### src/rtl/psg_pkg.sv
// Shared types, register map, constants and the volume table of the sound generator.
package psg_pkg;

	// Item operation codes.
	typedef enum logic {
		OP_WRITE = 1'b0,
		OP_TICK  = 1'b1
	} op_t;

	// Register map.
	localparam logic [3:0] REG_NOISE     = 4'd6;
	localparam logic [3:0] REG_MIXER     = 4'd7;
	localparam logic [3:0] REG_VOL_A     = 4'd8;
	localparam logic [3:0] REG_ENV_LO    = 4'd11;
	localparam logic [3:0] REG_ENV_HI    = 4'd12;
	localparam logic [3:0] REG_ENV_SHAPE = 4'd13;

	localparam int NUM_REGS = 16;
	localparam int NUM_CH = 3;

	// Widths of the counters and periods.
	localparam int TONE_CNT_W = 15;
	localparam int TONE_PER_W = 12;
	localparam int NOISE_CNT_W = 8;
	localparam int NOISE_PER_W = 5;
	localparam int ENV_CNT_W = 19;
	localparam int ENV_PER_W = 16;
	localparam int LFSR_W = 17;

	// Mixer and output widths.
	localparam int VOL_W = 15;
	localparam int MIX_W = 16;
	localparam int SAMPLE_W = 15;

	// Largest sample: full volume on all three channels, divided by three.
	localparam logic [SAMPLE_W-1:0] SAMPLE_MAX = 15'd21760;

	// Division by three as a multiply by ceil(2^17 / 3) and a shift by 17.
	localparam logic [15:0] DIV3_RECIP = 16'd43691;
	localparam int DIV3_SHIFT = 17;

	// Default clock prescale of every period.
	localparam int PRESCALE_DEF = 8;

	// Envelope control from the item stage to the envelope unit.
	typedef struct packed {
		logic       tick;
		logic       restart;
		logic [3:0] shape;
	} env_ctrl_t;

	// Logarithmic volume table.
	function automatic logic [VOL_W-1:0] vol_level(input logic [3:0] lvl);
		logic [VOL_W-1:0] v;
		unique case (lvl)
			4'd0:  v = 15'd0;
			4'd1:  v = 15'd170;
			4'd2:  v = 15'd240;
			4'd3:  v = 15'd340;
			4'd4:  v = 15'd480;
			4'd5:  v = 15'd680;
			4'd6:  v = 15'd960;
			4'd7:  v = 15'd1360;
			4'd8:  v = 15'd1920;
			4'd9:  v = 15'd2720;
			4'd10: v = 15'd3840;
			4'd11: v = 15'd5440;
			4'd12: v = 15'd7680;
			4'd13: v = 15'd10880;
			4'd14: v = 15'd15360;
			default: v = 15'd21760;
		endcase
		return v;
	endfunction

endpackage

### src/rtl/psg_tone_noise_envelope_top.sv
// Top level of the three-channel tone, noise and envelope sound generator.
//
// Usage:
//   Items arrive on the item channel (item_valid, item_stall) with fields
//   operation, reg_index and value. A write item stores value in one of the
//   sixteen sound registers and gives no result; writing the shape register
//   restarts the envelope. A tick item advances the noise, envelope and tone
//   counters and gives one sample on the sample channel (sample_valid,
//   sample_stall).
//   A tick passes from the item stage register to the mix register and then
//   to the output register, from which its sample is offered.
//   Throughput: one item per cycle; every stage advances while the one after it
//   is empty or moving, so the input keeps flowing while a sample waits.
//   A write item never waits on the sample side.
//   When the receiver stalls, the sample holds and ticks fill the two free
//   stages behind it before item_stall rises.
//   Reset clears the register file, all counters and the envelope, and loads
//   the noise shift register with one; no samples are pending after reset.
module psg_tone_noise_envelope_top #(
	parameter int PRESCALE = psg_pkg::PRESCALE_DEF
) (
	input  logic                             clk,
	input  logic                             arst_n,
	input  logic                             item_valid,
	output logic                             item_stall,
	input  logic                             operation,
	input  logic [3:0]                       reg_index,
	input  logic [7:0]                       value,
	output logic                             sample_valid,
	input  logic                             sample_stall,
	output logic [psg_pkg::SAMPLE_W-1:0]     sample
);

	// Item stage.
	logic             valid_s1;
	psg_pkg::op_t     op_s1;
	logic [3:0]       idx_s1;
	logic [7:0]       val_s1;

	// Mix stage.
	logic                      valid_s2;
	logic [psg_pkg::MIX_W-1:0] mix_s2;

	// Output register.
	logic                         out_valid_q;
	logic [psg_pkg::SAMPLE_W-1:0] sample_q;

	logic adv1;
	logic adv2;
	logic is_tick;
	logic is_write;

	logic [7:0] regs_q [psg_pkg::NUM_REGS];

	logic                          noise_hit;
	logic [psg_pkg::LFSR_W-1:0]    lfsr_q;
	logic                          noise_bit_q;
	logic                          noise_bit_next;
	logic [psg_pkg::NUM_CH-1:0]    tone_hit;
	logic [psg_pkg::NUM_CH-1:0]    phase_q;
	logic [psg_pkg::NUM_CH-1:0]    phase_next;
	logic [3:0]                    env_level;
	psg_pkg::env_ctrl_t            env_ctrl;
	logic [psg_pkg::MIX_W-1:0]     mix;
	logic [31:0]                   div_prod;

	// Stage handshakes: a write never needs the later stages.
	assign is_tick = (op_s1 == psg_pkg::OP_TICK);
	assign is_write = (op_s1 == psg_pkg::OP_WRITE);
	assign adv2 = valid_s2 && (!out_valid_q || !sample_stall);
	assign adv1 = valid_s1 && (is_write || !valid_s2 || adv2);
	assign item_stall = valid_s1 && !adv1;

	// Item stage register.
	always_ff @(posedge clk or negedge arst_n) begin
		if (!arst_n) begin
			valid_s1 <= 1'b0;
		end else if (!item_stall) begin
			valid_s1 <= item_valid;
		end
	end

	always_ff @(posedge clk) begin
		if (item_valid && !item_stall) begin
			op_s1 <= psg_pkg::op_t'(operation);
			idx_s1 <= reg_index;
			val_s1 <= value;
		end
	end

	// Sound register file.
	always_ff @(posedge clk or negedge arst_n) begin
		if (!arst_n) begin
			for (int r = 0; r < psg_pkg::NUM_REGS; r++) begin
				regs_q[r] <= '0;
			end
		end else if (adv1 && is_write) begin
			regs_q[idx_s1] <= val_s1;
		end
	end

	// Noise period counter and shift register.
	psg_counter #(
		.CNT_W    (psg_pkg::NOISE_CNT_W),
		.PER_W    (psg_pkg::NOISE_PER_W),
		.PRESCALE (PRESCALE)
	) u_noise_cnt (
		.clk    (clk),
		.arst_n (arst_n),
		.en     (adv1 && is_tick),
		.clr    (1'b0),
		.period (regs_q[psg_pkg::REG_NOISE][psg_pkg::NOISE_PER_W-1:0]),
		.hit    (noise_hit)
	);

	assign noise_bit_next = noise_hit ? lfsr_q[1] : noise_bit_q;

	always_ff @(posedge clk or negedge arst_n) begin
		if (!arst_n) begin
			lfsr_q <= psg_pkg::LFSR_W'(1);
			noise_bit_q <= 1'b0;
		end else if (adv1 && is_tick && noise_hit) begin
			lfsr_q <= {lfsr_q[0] ^ lfsr_q[3], lfsr_q[psg_pkg::LFSR_W-1:1]};
			noise_bit_q <= noise_bit_next;
		end
	end

	// Envelope unit.
	assign env_ctrl.tick = adv1 && is_tick;
	assign env_ctrl.restart = adv1 && is_write && (idx_s1 == psg_pkg::REG_ENV_SHAPE);
	assign env_ctrl.shape = val_s1[3:0];

	psg_env #(
		.PRESCALE (PRESCALE)
	) u_env (
		.clk        (clk),
		.arst_n     (arst_n),
		.ctrl       (env_ctrl),
		.period     ({regs_q[psg_pkg::REG_ENV_HI], regs_q[psg_pkg::REG_ENV_LO]}),
		.level_next (env_level)
	);

	// Tone counters and square-wave phases.
	for (genvar c = 0; c < psg_pkg::NUM_CH; c++) begin : g_tone
		psg_counter #(
			.CNT_W    (psg_pkg::TONE_CNT_W),
			.PER_W    (psg_pkg::TONE_PER_W),
			.PRESCALE (PRESCALE)
		) u_tone_cnt (
			.clk    (clk),
			.arst_n (arst_n),
			.en     (adv1 && is_tick),
			.clr    (1'b0),
			.period ({regs_q[2*c+1][3:0], regs_q[2*c]}),
			.hit    (tone_hit[c])
		);

		assign phase_next[c] = phase_q[c] ^ tone_hit[c];
	end

	always_ff @(posedge clk or negedge arst_n) begin
		if (!arst_n) begin
			phase_q <= '0;
		end else if (adv1 && is_tick) begin
			phase_q <= phase_next;
		end
	end

	// Gate and sum the channels with the updated phases, noise and envelope.
	psg_mix u_mix (
		.tone_phase (phase_next),
		.noise_bit  (noise_bit_next),
		.mixer      (regs_q[psg_pkg::REG_MIXER]),
		.vol_a      (regs_q[psg_pkg::REG_VOL_A]),
		.vol_b      (regs_q[psg_pkg::REG_VOL_A + 4'd1]),
		.vol_c      (regs_q[psg_pkg::REG_VOL_A + 4'd2]),
		.env_level  (env_level),
		.mix        (mix)
	);

	// Mix stage register.
	always_ff @(posedge clk or negedge arst_n) begin
		if (!arst_n) begin
			valid_s2 <= 1'b0;
		end else if (!valid_s2 || adv2 || (adv1 && is_tick)) begin
			valid_s2 <= adv1 && is_tick;
		end
	end

	always_ff @(posedge clk) begin
		if (adv1 && is_tick) begin
			mix_s2 <= mix;
		end
	end

	// Divide by three through the reciprocal, exact for every mix value.
	assign div_prod = 32'(mix_s2) * 32'(psg_pkg::DIV3_RECIP);

	// Output register.
	always_ff @(posedge clk or negedge arst_n) begin
		if (!arst_n) begin
			out_valid_q <= 1'b0;
		end else if (!out_valid_q || !sample_stall) begin
			out_valid_q <= valid_s2;
		end
	end

	always_ff @(posedge clk) begin
		if (adv2) begin
			sample_q <= div_prod[psg_pkg::DIV3_SHIFT +: psg_pkg::SAMPLE_W];
		end
	end

	assign sample_valid = out_valid_q;
	assign sample = sample_q;

	// A sample never exceeds full volume on all channels.
	a_sample_range: assert property (@(posedge clk) disable iff (!arst_n)
		sample_valid |-> (sample <= psg_pkg::SAMPLE_MAX))
		else $error("sample above full-scale level");

	// A write item in the item stage always moves on.
	a_write_flows: assert property (@(posedge clk) disable iff (!arst_n)
		(valid_s1 && is_write) |-> !item_stall)
		else $error("write item stalled");

	// A blocked mix stage keeps its sample.
	a_s2_hold: assert property (@(posedge clk) disable iff (!arst_n)
		(valid_s2 && !adv2) |=> (valid_s2 && $stable(mix_s2)))
		else $error("mix stage lost or changed a blocked sample");

	// The input stalls only while both later stages are full and the output is stalled.
	a_stall_cause: assert property (@(posedge clk) disable iff (!arst_n)
		item_stall |-> (valid_s2 && out_valid_q && sample_stall))
		else $error("input stalled with room downstream");

endmodule

### src/rtl/psg_counter.sv
// Prescaled period counter that flags when its period is reached.
module psg_counter #(
	parameter int CNT_W    = 15,
	parameter int PER_W    = 12,
	parameter int PRESCALE = psg_pkg::PRESCALE_DEF
) (
	input  logic             clk,
	input  logic             arst_n,
	input  logic             en,
	input  logic             clr,
	input  logic [PER_W-1:0] period,
	output logic             hit
);

	localparam int PS_W = $clog2(PRESCALE + 1);
	localparam int CMP_W = (CNT_W + 1 > PER_W + PS_W) ? CNT_W + 1 : PER_W + PS_W;

	logic [CNT_W-1:0] count_q;
	logic [PER_W-1:0] per_eff;
	logic [CMP_W-1:0] limit;
	logic [CMP_W-1:0] inc;
	logic [CNT_W-1:0] count_next;

	// A period of zero counts as one; compare the increment before truncation.
	always_comb begin
		per_eff = (period == '0) ? PER_W'(1) : period;
		limit = CMP_W'(per_eff) * CMP_W'(PRESCALE);
		inc = CMP_W'(count_q) + CMP_W'(1);
		hit = (inc >= limit);
		count_next = hit ? '0 : inc[CNT_W-1:0];
	end

	// Counter register.
	always_ff @(posedge clk or negedge arst_n) begin
		if (!arst_n) begin
			count_q <= '0;
		end else if (clr) begin
			count_q <= '0;
		end else if (en) begin
			count_q <= count_next;
		end
	end

endmodule

### src/rtl/psg_env.sv
// Envelope generator: period counter, level and shape flags.
module psg_env #(
	parameter int PRESCALE = psg_pkg::PRESCALE_DEF
) (
	input  logic                             clk,
	input  logic                             arst_n,
	input  psg_pkg::env_ctrl_t               ctrl,
	input  logic [psg_pkg::ENV_PER_W-1:0]    period,
	output logic [3:0]                       level_next
);

	logic       hit;
	logic       step;
	logic [3:0] level_q;
	logic [3:0] flags_q;
	logic [3:0] flags_next;
	logic       at_end;

	psg_counter #(
		.CNT_W    (psg_pkg::ENV_CNT_W),
		.PER_W    (psg_pkg::ENV_PER_W),
		.PRESCALE (PRESCALE)
	) u_cnt (
		.clk    (clk),
		.arst_n (arst_n),
		.en     (ctrl.tick),
		.clr    (ctrl.restart),
		.period (period),
		.hit    (hit)
	);

	assign step = ctrl.tick && hit;

	// Step or restart; flags are hold, alternate, attack, continue from bit 0 up.
	always_comb begin
		level_next = level_q;
		flags_next = flags_q;
		at_end = 1'b0;
		if (ctrl.restart) begin
			flags_next = ctrl.shape;
			level_next = ctrl.shape[2] ? 4'd15 : 4'd0;
		end else if (step && !flags_q[0]) begin
			if (flags_q[2]) begin
				at_end = (level_q == 4'd15);
				if (!at_end) begin
					level_next = level_q + 4'd1;
				end
			end else begin
				at_end = (level_q == 4'd0);
				if (!at_end) begin
					level_next = level_q - 4'd1;
				end
			end
			if (at_end) begin
				if (!flags_q[3]) begin
					flags_next[0] = 1'b1;
				end
				if (flags_q[1]) begin
					flags_next[2] = ~flags_q[2];
				end
			end
		end
	end

	// Level and flag registers.
	always_ff @(posedge clk or negedge arst_n) begin
		if (!arst_n) begin
			level_q <= '0;
			flags_q <= '0;
		end else begin
			level_q <= level_next;
			flags_q <= flags_next;
		end
	end

endmodule

### src/rtl/psg_mix.sv
// Channel gating and volume summing of the three channels.
module psg_mix (
	input  logic [psg_pkg::NUM_CH-1:0] tone_phase,
	input  logic                       noise_bit,
	input  logic [7:0]                 mixer,
	input  logic [7:0]                 vol_a,
	input  logic [7:0]                 vol_b,
	input  logic [7:0]                 vol_c,
	input  logic [3:0]                 env_level,
	output logic [psg_pkg::MIX_W-1:0]  mix
);

	logic [7:0]                vol_reg [psg_pkg::NUM_CH];
	logic [psg_pkg::VOL_W-1:0] ch_vol  [psg_pkg::NUM_CH];

	assign vol_reg[0] = vol_a;
	assign vol_reg[1] = vol_b;
	assign vol_reg[2] = vol_c;

	// A mixer bit low enables that source; a channel sounds when both gates are high.
	always_comb begin
		for (int c = 0; c < psg_pkg::NUM_CH; c++) begin
			if ((mixer[c] || tone_phase[c]) && (mixer[c + psg_pkg::NUM_CH] || noise_bit)) begin
				ch_vol[c] = psg_pkg::vol_level(vol_reg[c][4] ? env_level : vol_reg[c][3:0]);
			end else begin
				ch_vol[c] = '0;
			end
		end
		mix = psg_pkg::MIX_W'(ch_vol[0]) + psg_pkg::MIX_W'(ch_vol[1])
			+ psg_pkg::MIX_W'(ch_vol[2]);
	end

endmodule
### config.mk
export PLATFORM = sky130hd
export DESIGN_NAME = psg_tone_noise_envelope_top
export DESIGN_NICKNAME = d
export VERILOG_FILES = /design/src/rtl/psg_pkg.sv /design/src/rtl/psg_tone_noise_envelope_top.sv /design/src/rtl/psg_counter.sv /design/src/rtl/psg_env.sv /design/src/rtl/psg_mix.sv
export SDC_FILE = /design/constraint.sdc
export NUM_CORES = 1
export LEC_CHECK = 0
export BUFFER_PORTS_ARGS = -buffer_cell sky130_fd_sc_hd__buf_2
export CORE_UTILIZATION = 50
export CTS_CLUSTER_DIAMETER = 100
export CTS_CLUSTER_SIZE = 30
export DETAILED_ROUTE_END_ITERATION = 8
export GPL_TIMING_DRIVEN = 0
export PLACE_DENSITY = 0.66
export SETUP_SLACK_MARGIN = 0.5
export SYNTH_ARGS = -nofsm -noshare
export SYNTH_HDL_FRONTEND = slang
export SYNTH_SLANG_ARGS = --single-unit
### constraint.sdc
create_clock -name clk -period 19.3 [get_ports clk]
set_input_delay 3.86 -clock clk [delete_from_list [all_inputs] [get_ports clk]]
set_output_delay 3.86 -clock clk [all_outputs]
set_load 0.02 [all_outputs]
==> results of run 1 <==
-- synthesized netlist by cell type (all sizes together), types with 18 or more instances --
cell type | instances | area, um^2
edfxtp | 43 | 1290
inv | 244 | 916
o31ai | 21 | 181
nand2 | 184 | 691
nand4 | 25 | 156
clkbuf | 35 | 131
a21o | 18 | 135
nor3 | 27 | 140
mux2 | 80 | 901
o21ai | 118 | 591
dfrtp | 181 | 4530
ha | 215 | 2690
nand3 | 56 | 280
a21oi | 41 | 235
xor2 | 35 | 307
nor4 | 18 | 128
fa | 90 | 1800
nor2 | 61 | 229
xnor2 | 64 | 561
and3 | 25 | 166
-- critical path: cells and delay by family --
kind            cells  cell delay [ns]
compound gates     10             2.48
xor+xnor            1             0.10
fa+ha+maj           4             1.54
buf+inv             3             0.46
simple gates        4             1.02
-- metrics by stage --
stage               worst slack [ns]  hold WS [ns]  instances  cell area (um^2)
finish                         10.04         0.493       2298             19000
global route                    9.69         0.529       2298             19000
CTS                            10.06         0.492       2298             19000
detailed placement              9.55         0.464       2276             18600
global placement                9.64         0.463       2274             18500
floorplan                      10.70         0.442       1786             17800
-- sequential cells by signal (all words and copies together) (netlist names) --
register / count
regs_q: 78
g_tone.u_tone_cnt.count_q: 45
u_env.u_cnt.count_q: 19
lfsr_q: 17
mix_s2: 15
sample: 15
u_noise_cnt.count_q: 8
val_s1: 8
idx_s1: 4
u_env.flags_q: 4
u_env.level_q: 4
phase_q: 3
is_tick: 1
noise_bit_q: 1
sample_valid: 1
valid_s1: 1
valid_s2: 1
-- worst max path at each step --
stage                      start         end  slack, ns  cells past startpoint
finish              sample_stall  mix_s2[14]      10.04                     22
global route        sample_stall  mix_s2[14]       9.69                     22
CTS                 sample_stall  mix_s2[14]      10.06                     22
detailed placement  sample_stall  mix_s2[14]       9.55                     22
global placement    sample_stall  mix_s2[14]       9.64                     23
floorplan           sample_stall  mix_s2[14]      10.70                     21
-- placed cells by master, fill, tap and decap left out, types with 12 or more instances in the layout --
cell,netlist,routed
sky130_fd_sc_hd__inv_1,242,242
sky130_fd_sc_hd__ha_1,215,215
sky130_fd_sc_hd__nand2_1,184,184
sky130_fd_sc_hd__dfrtp_1,181,181
sky130_fd_sc_hd__o21ai_0,111,111
sky130_fd_sc_hd__fa_1,90,90
sky130_fd_sc_hd__mux2_2,80,80
sky130_fd_sc_hd__xnor2_1,64,64
sky130_fd_sc_hd__nor2_1,61,61
sky130_fd_sc_hd__nand3_1,56,56
sky130_fd_sc_hd__edfxtp_1,43,43
sky130_fd_sc_hd__a21oi_1,37,37
sky130_fd_sc_hd__buf_2,5,37
sky130_fd_sc_hd__xor2_1,35,35
sky130_fd_sc_hd__clkbuf_1,35,35
sky130_fd_sc_hd__nor3_1,26,26
sky130_fd_sc_hd__nand4_1,25,25
sky130_fd_sc_hd__and3_1,23,23
sky130_fd_sc_hd__a21o_1,18,18
sky130_fd_sc_hd__o31ai_1,18,18
sky130_fd_sc_hd__nor2b_1,17,17
sky130_fd_sc_hd__nor4_1,17,17
sky130_fd_sc_hd__a31oi_1,16,16
sky130_fd_sc_hd__a22o_1,14,14
sky130_fd_sc_hd__clkbuf_16,0,13
sky130_fd_sc_hd__o211ai_1,12,12
-- per-layer routing --
layer | GRT usage | vias to the layer above | part of all wire | wire [um]
met3 | 0.0197 | 51 | 0.034 | 1390
met1 | 0.312 | 6423 | 0.46 | 18300
met2 | 0.390 | 245 | 0.49 | 19600
li1 | - | 6302 | - | -
met4 | 0.0594 | 0 | 0.023 | 943
met5 | 0 | - | 0 | 0
-- kinds of logic (layout without fill, tap and decap cells) --
family / after synthesis / in the layout
and+or+nand+nor: 454 / 454
AOI/OAI and AO/OA: 329 / 329
adders and majority gates: 305 / 305
buffers and inverters: 289 / 346
DFF: 225 / 225
xor gates and xnor gates: 99 / 99
muxes: 85 / 85
-- cell type report --
| cell class | instances | area [um^2] | area share |
|---|---|---|---|
| multi-input cells | 1272 | 10800 | 0.568 |
| flip-flops and latches | 225 | 5850 | 0.307 |
| inverters | 244 | 916 | 0.0481 |
| well taps | 455 | 569 | 0.0299 |
| clock buffers | 14 | 329 | 0.0173 |
| repair buffers | 35 | 214 | 0.0112 |
| plain buffers | 45 | 203 | 0.0106 |
| clock inverters | 8 | 136 | 0.00716 |
==> flow_summary_export.csv, run 1 <==
group,metric,value,unit
sta,final_period_minus_worst_setup_slack,9.26,ns
critical_path,crit_type,"primary input to flop",
logic_synthesis,synth-compound-area-share,0.129,
clocking,htree_levels,1,
logic_synthesis,post_synth_xor_area_fraction,0.0488,
flow_run,cap_violations,0,
floorplanning,floorplan.initialDensity,0.511,
logic_synthesis,synth_sequential_area_ratio,0.329,
logic_synthesis,post_synth_inst_count,1786,
sta,worst-slew-pin-transition,1.25,ns
sta,timing.fmax,108,MHz
clocking,cts_max_path_buffers,3,
sta,fin_worst_skew,0.0488,ns
grt,number_of_global_route_vias_before_repair,13200,
critical_path,critPathArrivalTime,9.50,ns
placement,globalplace.congestion,0.929,
detailed_routing,routed_wl,40.3,mm
critical_path,cp_slowest_cell,"sky130_fd_sc_hd__a41oi_1",
clocking,cts_setup_buffers,0,
detailed_routing,via_count,13000,
logic_synthesis,synth_simple_gate_area_frac,0.124,
layout,area_delta_synth_final,7.03,%
grt,largest_net_degree_at_the_start_of_global_routing,105,
detailed_routing,drtIter0Drc,726,
logic_synthesis,postSynthAreaPerCell,9.96,um^2
worst_hold_path,min_to,"u_env.flags_q[1]",
layout,num_antenna_cells,0,
critical_path,regToRegStartpoint,"u_env.u_cnt.count_q[0]",
critical_path,reg2regPathDepth,27,
sta,report.final.hold_viol_count,0,
logic_synthesis,synth.ff_latch_count,225,
critical_path,worstPathMaxFanout,10,
detailed_routing,mean_routed_wirelength_per_cell,17.5,um
placement,dp_hpwl,31.4,mm
logic_synthesis,dominantRegCellSynth,"sky130_fd_sc_hd__dfrtp_1",
sta,fin_tns_setup,0,ns
placement,io_buffers,33,
critical_path,worst_reg_to_reg_setup_slack,11.73,ns
clocking,tritoncts,"yes",
sta,rsz0062_at_grt,"false",
critical_path,end_kind,"flop",
critical_path,worstReg2RegEnd,"mix_s2[15]",
clocking,cts.sink_count,225,
logic_synthesis,asyncSetResetFlopFracSynth,0.809,
detailed_routing,avgViaCountPerCell,5.67,
floorplanning,fp.dieArea,36300,um^2
worst_hold_path,min_path_cells,2,
sta,slew_viol_final,0,
logic_synthesis,synth.cell_area,17800,um^2
grt,overflow,0,
floorplanning,chip_height,191,um
critical_path,timing.critical_path.cells,"buf_2, nand3_1, or3b_1, buf_2, a2111oi_2, a31oi_1, nand4_1, a41oi_1, ha_1, nand4_1, fa_1, inv_1, ha_1, fa_1, a21o_1, a21oi_1, o21bai_1, a21o_1, a21oi_1, o21ai_0, o41ai_1, xnor2_1",
critical_path,worstSetupStartpointType,"primary input",
clocking,cts_hold_repair.buffers,0,
layout,fin_nets,2158,
floorplanning,chipWidth,191,um
floorplanning,fp.coreArea,34800,um^2
layout,postLayoutCoreUtil,0.547,
logic_synthesis,synthAdderAreaFrac,0.253,
run_status,status,"complete, no violations",
floorplanning,std_cell_rows,68,
sta,timing.final.crit_share,0.480,
grt,grt_usage,0.229,
logic_synthesis,synthesis.yosys.warnings,0,
clocking,tritoncts.num_buffers,13,
detailed_routing,ant_nets,0,
logic_synthesis,synth_top_family_by_area,"adder cells",
grt,global_route_wire_length_before_repair,66.8,mm
grt,antenna_found_initial,0,
sta,slew-limit-headroom,0.163,
critical_path,cp_slowest_stage_delay,0.63,ns
logic_synthesis,synth_enable_flop_cells,43,
layout,post_route_cells_drive_above_1_share,0.104,
clocking,clk_pin_slew,0.12,ns
sta,setup_violations,0,
logic_synthesis,synthesis.nets,2108,
clocking,clkLatencyLatePin,0.52,ns
floorplanning,num_io_pins,34,
worst_hold_path,min-delay-start,"u_env.flags_q[1]",
logic_synthesis,multiplexer_share_of_the_synthesized_area,0.0535,
critical_path,cp.required,19.54,ns
layout,fillCellCount,3038,
clocking,root_buffer,"sky130_fd_sc_hd__clkbuf_16",
detailed_routing,firstDrtPassIters,5,
clocking,post_cts_resize_count,0,
detailed_routing,drc,0,
logic_synthesis,distinct_cell_type_count_of_the_synthesized_netlist,87,
worst_hold_path,worstHoldPathType,"flop to flop",
Power of run 1 is left out: the tool's default activity adds up to more than one toggle a clock period on the data nets, which glitch-free logic cannot reach.
==> run 2, diff against run 1 <==
Settings changed: ABC_AREA set to 1, PLACE_DENSITY 0.66 to 0.68.
Clock period 19.3 ns to 8.05 ns, I/O delays scaled along.
==> flow_summary_export.csv, run 2 <==
group,metric,value,unit
run_status,status,"complete, no violations",
detailed_routing,drc,0,
clocking,root_buffer,"sky130_fd_sc_hd__clkbuf_16",
detailed_routing,mean_routed_wirelength_per_cell,15.9,um
grt,antenna_found_initial,1,
logic_synthesis,synth.area.top_cells,"sky130_fd_sc_hd__dfrtp_1, sky130_fd_sc_hd__ha_1, sky130_fd_sc_hd__fa_1, sky130_fd_sc_hd__nand2_1, sky130_fd_sc_hd__inv_1",
logic_synthesis,post_synth_inst_count,2121,
clocking,clkLatencyLatePin,0.51,ns
clocking,cts.sink_count,225,
critical_path,end_kind,"flop",
layout,post_route_cells_drive_above_1_share,0.0685,
sta,setup_violations,0,
layout,most-common-layout-cells,"sky130_fd_sc_hd__nand2_1, sky130_fd_sc_hd__inv_1, sky130_fd_sc_hd__ha_1, sky130_fd_sc_hd__o21ai_0, sky130_fd_sc_hd__dfrtp_1",
layout,num_antenna_cells,0,
layout,layout_commonest_cell,"sky130_fd_sc_hd__nand2_1",
critical_path,worstSetupStartpointType,"flop",
floorplanning,fp.coreArea,35500,um^2
layout,registers.top_by_ff_count,"regs_q",
floorplanning,fp.dieArea,36700,um^2
sta,worst-slew-pin-transition,1.29,ns
clocking,tritoncts,"yes",
layout,area_delta_synth_final,6.69,%
grt,grt_usage,0.237,
worst_hold_path,min_to,"lfsr_q[1]",
detailed_routing,drtIter0Drc,826,
detailed_routing,met3_wirelength,1.25,mm
detailed_routing,avgViaCountPerCell,5.33,
flow_run,cap_violations,0,
clocking,clk_pin_slew,0.09,ns
grt,global_route_wire_length_before_repair,69.3,mm
placement,post_dp_cell_area,18800,um^2
clocking,cts_hold_repair.buffers,0,
detailed_routing,m1WireLength,18.7,mm
sta,rsz0062_at_grt,"false",
floorplanning,floorplan.initialDensity,0.507,
logic_synthesis,asyncSetResetFlopFracSynth,0.809,
worst_hold_path,worstHoldPathType,"flop to flop",
logic_synthesis,synthesis.nets,2443,
logic_synthesis,synth.cell_area,18000,um^2
critical_path,cp_slowest_stage_delay,0.46,ns
critical_path,cp_slowest_cell,"sky130_fd_sc_hd__fa_1",
clocking,htree_levels,1,
sta,timing.final.crit_share,0.840,
critical_path,worst_reg_to_reg_setup_slack,1.29,ns
clocking,tritoncts.num_buffers,13,
sta,final_period_minus_worst_setup_slack,6.76,ns
layout,largest_reg_flops,78,
logic_synthesis,postSynthAreaPerCell,8.48,um^2
sta,slew_viol_final,0,
critical_path,critPathArrivalTime,7.00,ns
floorplanning,num_io_pins,34,
logic_synthesis,yosysMostFrequentCell,"sky130_fd_sc_hd__nand2_1",
logic_synthesis,synthesis.yosys.warnings,0,
grt,overflow,0,
detailed_routing,met2_wirelength,20.5,mm
critical_path,worstReg2RegEnd,"mix_s2[13]",
placement,globalplace.congestion,0.942,
critical_path,path_common_cell,"sky130_fd_sc_hd__nand2_1",
layout,largestRegisters,"regs_q (78), g_tone.u_tone_cnt.count_q (45), u_env.u_cnt.count_q (19)",
detailed_routing,ant_nets,0,
logic_synthesis,yosysTopAreaCellShare,0.252,
placement,dp_hpwl,33.8,mm
worst_hold_path,min-delay-start,"lfsr_q[2]",
logic_synthesis,netlist.top_cell.by_area,"sky130_fd_sc_hd__dfrtp_1",
floorplanning,chip_height,192,um
floorplanning,std_cell_rows,69,
critical_path,reg2regPathDepth,39,
critical_path,worstPathMaxFanout,7,
logic_synthesis,synth_sequential_area_ratio,0.325,
worst_hold_path,min_path_cells,2,
logic_synthesis,synth.ff_latch_count,225,
logic_synthesis,distinct_cell_type_count_of_the_synthesized_netlist,52,
sta,timing.fmax,148,MHz
logic_synthesis,ys_top_cells_by_count,"sky130_fd_sc_hd__nand2_1, sky130_fd_sc_hd__inv_1, sky130_fd_sc_hd__ha_1",
critical_path,cp.required,8.29,ns
detailed_routing,top_signal_layer_used,"met5",
sta,report.final.hold_viol_count,0,
grt,largest_net_degree_at_the_start_of_global_routing,111,
detailed_routing,firstDrtPassIters,7,
clocking,cts_max_path_buffers,3,
sta,fin_worst_skew,0.0466,ns
detailed_routing,via_count,14100,
critical_path,critical_path_launch_point,"u_env.u_cnt.count_q[0]",
placement,io_buffers,33,
grt,number_of_global_route_vias_before_repair,13900,
sta,slew-limit-headroom,0.139,
critical_path,crit_type,"flop to flop",
detailed_routing,routed_wl,41.8,mm
floorplanning,chipWidth,192,um
logic_synthesis,dominantRegCellSynth,"sky130_fd_sc_hd__dfrtp_1",
sta,fin_tns_setup,0,ns
critical_path,regToRegStartpoint,"u_env.u_cnt.count_q[0]",
logic_synthesis,synth_enable_flop_cells,43,
layout,final_design_area_no_fill,19200,um^2
layout,fin_nets,2492,
==> run 2: per-layer routing <==
layer,global-route usage,vias up
met3,0.0208,78
met5,0,-
met1,0.301,6736
met4,0.0797,2
met2,0.421,264
li1,-,6985
==> run 2: kinds of logic (layout without fill, tap and decap cells) <==
group,count (synthesis),count (layout),share of synthesized area
AOI/OAI and AO/OA,335,335,0.104
xor gates and xnor gates,77,77,0.0375
adders and majority gates,305,305,0.250
buffers and inverters,439,494,0.0929
DFF,225,225,0.325
and+or+nand+nor,740,740,0.190
==> run 2: what timing repair did <==
item,in CTS,in global routing
setup buffers,0,0
gates resized for setup,0,6
endpoints found under the setup margin,0,3
==> run 2: layout make-up <==
class | instances | area [um^2]
clock buffer | 16 | 337
tap | 461 | 577
timing repair buffer | 34 | 203
inverter | 405 | 1520
multi-input combinational | 1457 | 10500
clock inverter | 5 | 67.6
fill | 3244 | 16300
buffer | 34 | 151
sequential | 225 | 5850
==> run 2: per-stage QoR <==
stage	setup WS, ns	hold WS, ns	std cells	utilization
detailed placement	1.01	0.464	2616	0.529
CTS	0.958	0.491	2637	0.540
finish	1.29	0.488	2637	0.541
floorplan	2.14	0.442	2121	-
global route	0.519	0.506	2637	0.541
global placement	1.07	0.457	2615	0.528
==> run 2: critical path, delay by kind of cell (launching register included) <==
kind,cells,cell delay (ns)
and+or+nand+nor,22,2.78
adders and majority gates,5,1.57
AOI/OAI and AO/OA,7,1.13
DFF,1,0.45
xor gates and xnor gates,1,0.21
buffers and inverters,4,0.35
==> run 2: worst max path at each step <==
stage / end / slack, ns / cells past startpoint
4_1_cts: mix_s2[13] / 0.96 / 39
2_1_floorplan: mix_s2[13] / 2.14 / 40
6_report: mix_s2[13] / 1.29 / 39
5_1_grt: mix_s2[13] / 0.52 / 39
3_3_place_gp: mix_s2[13] / 1.07 / 40
3_5_place_dp: mix_s2[13] / 1.01 / 39
Power of run 2 is left out for the same reason.
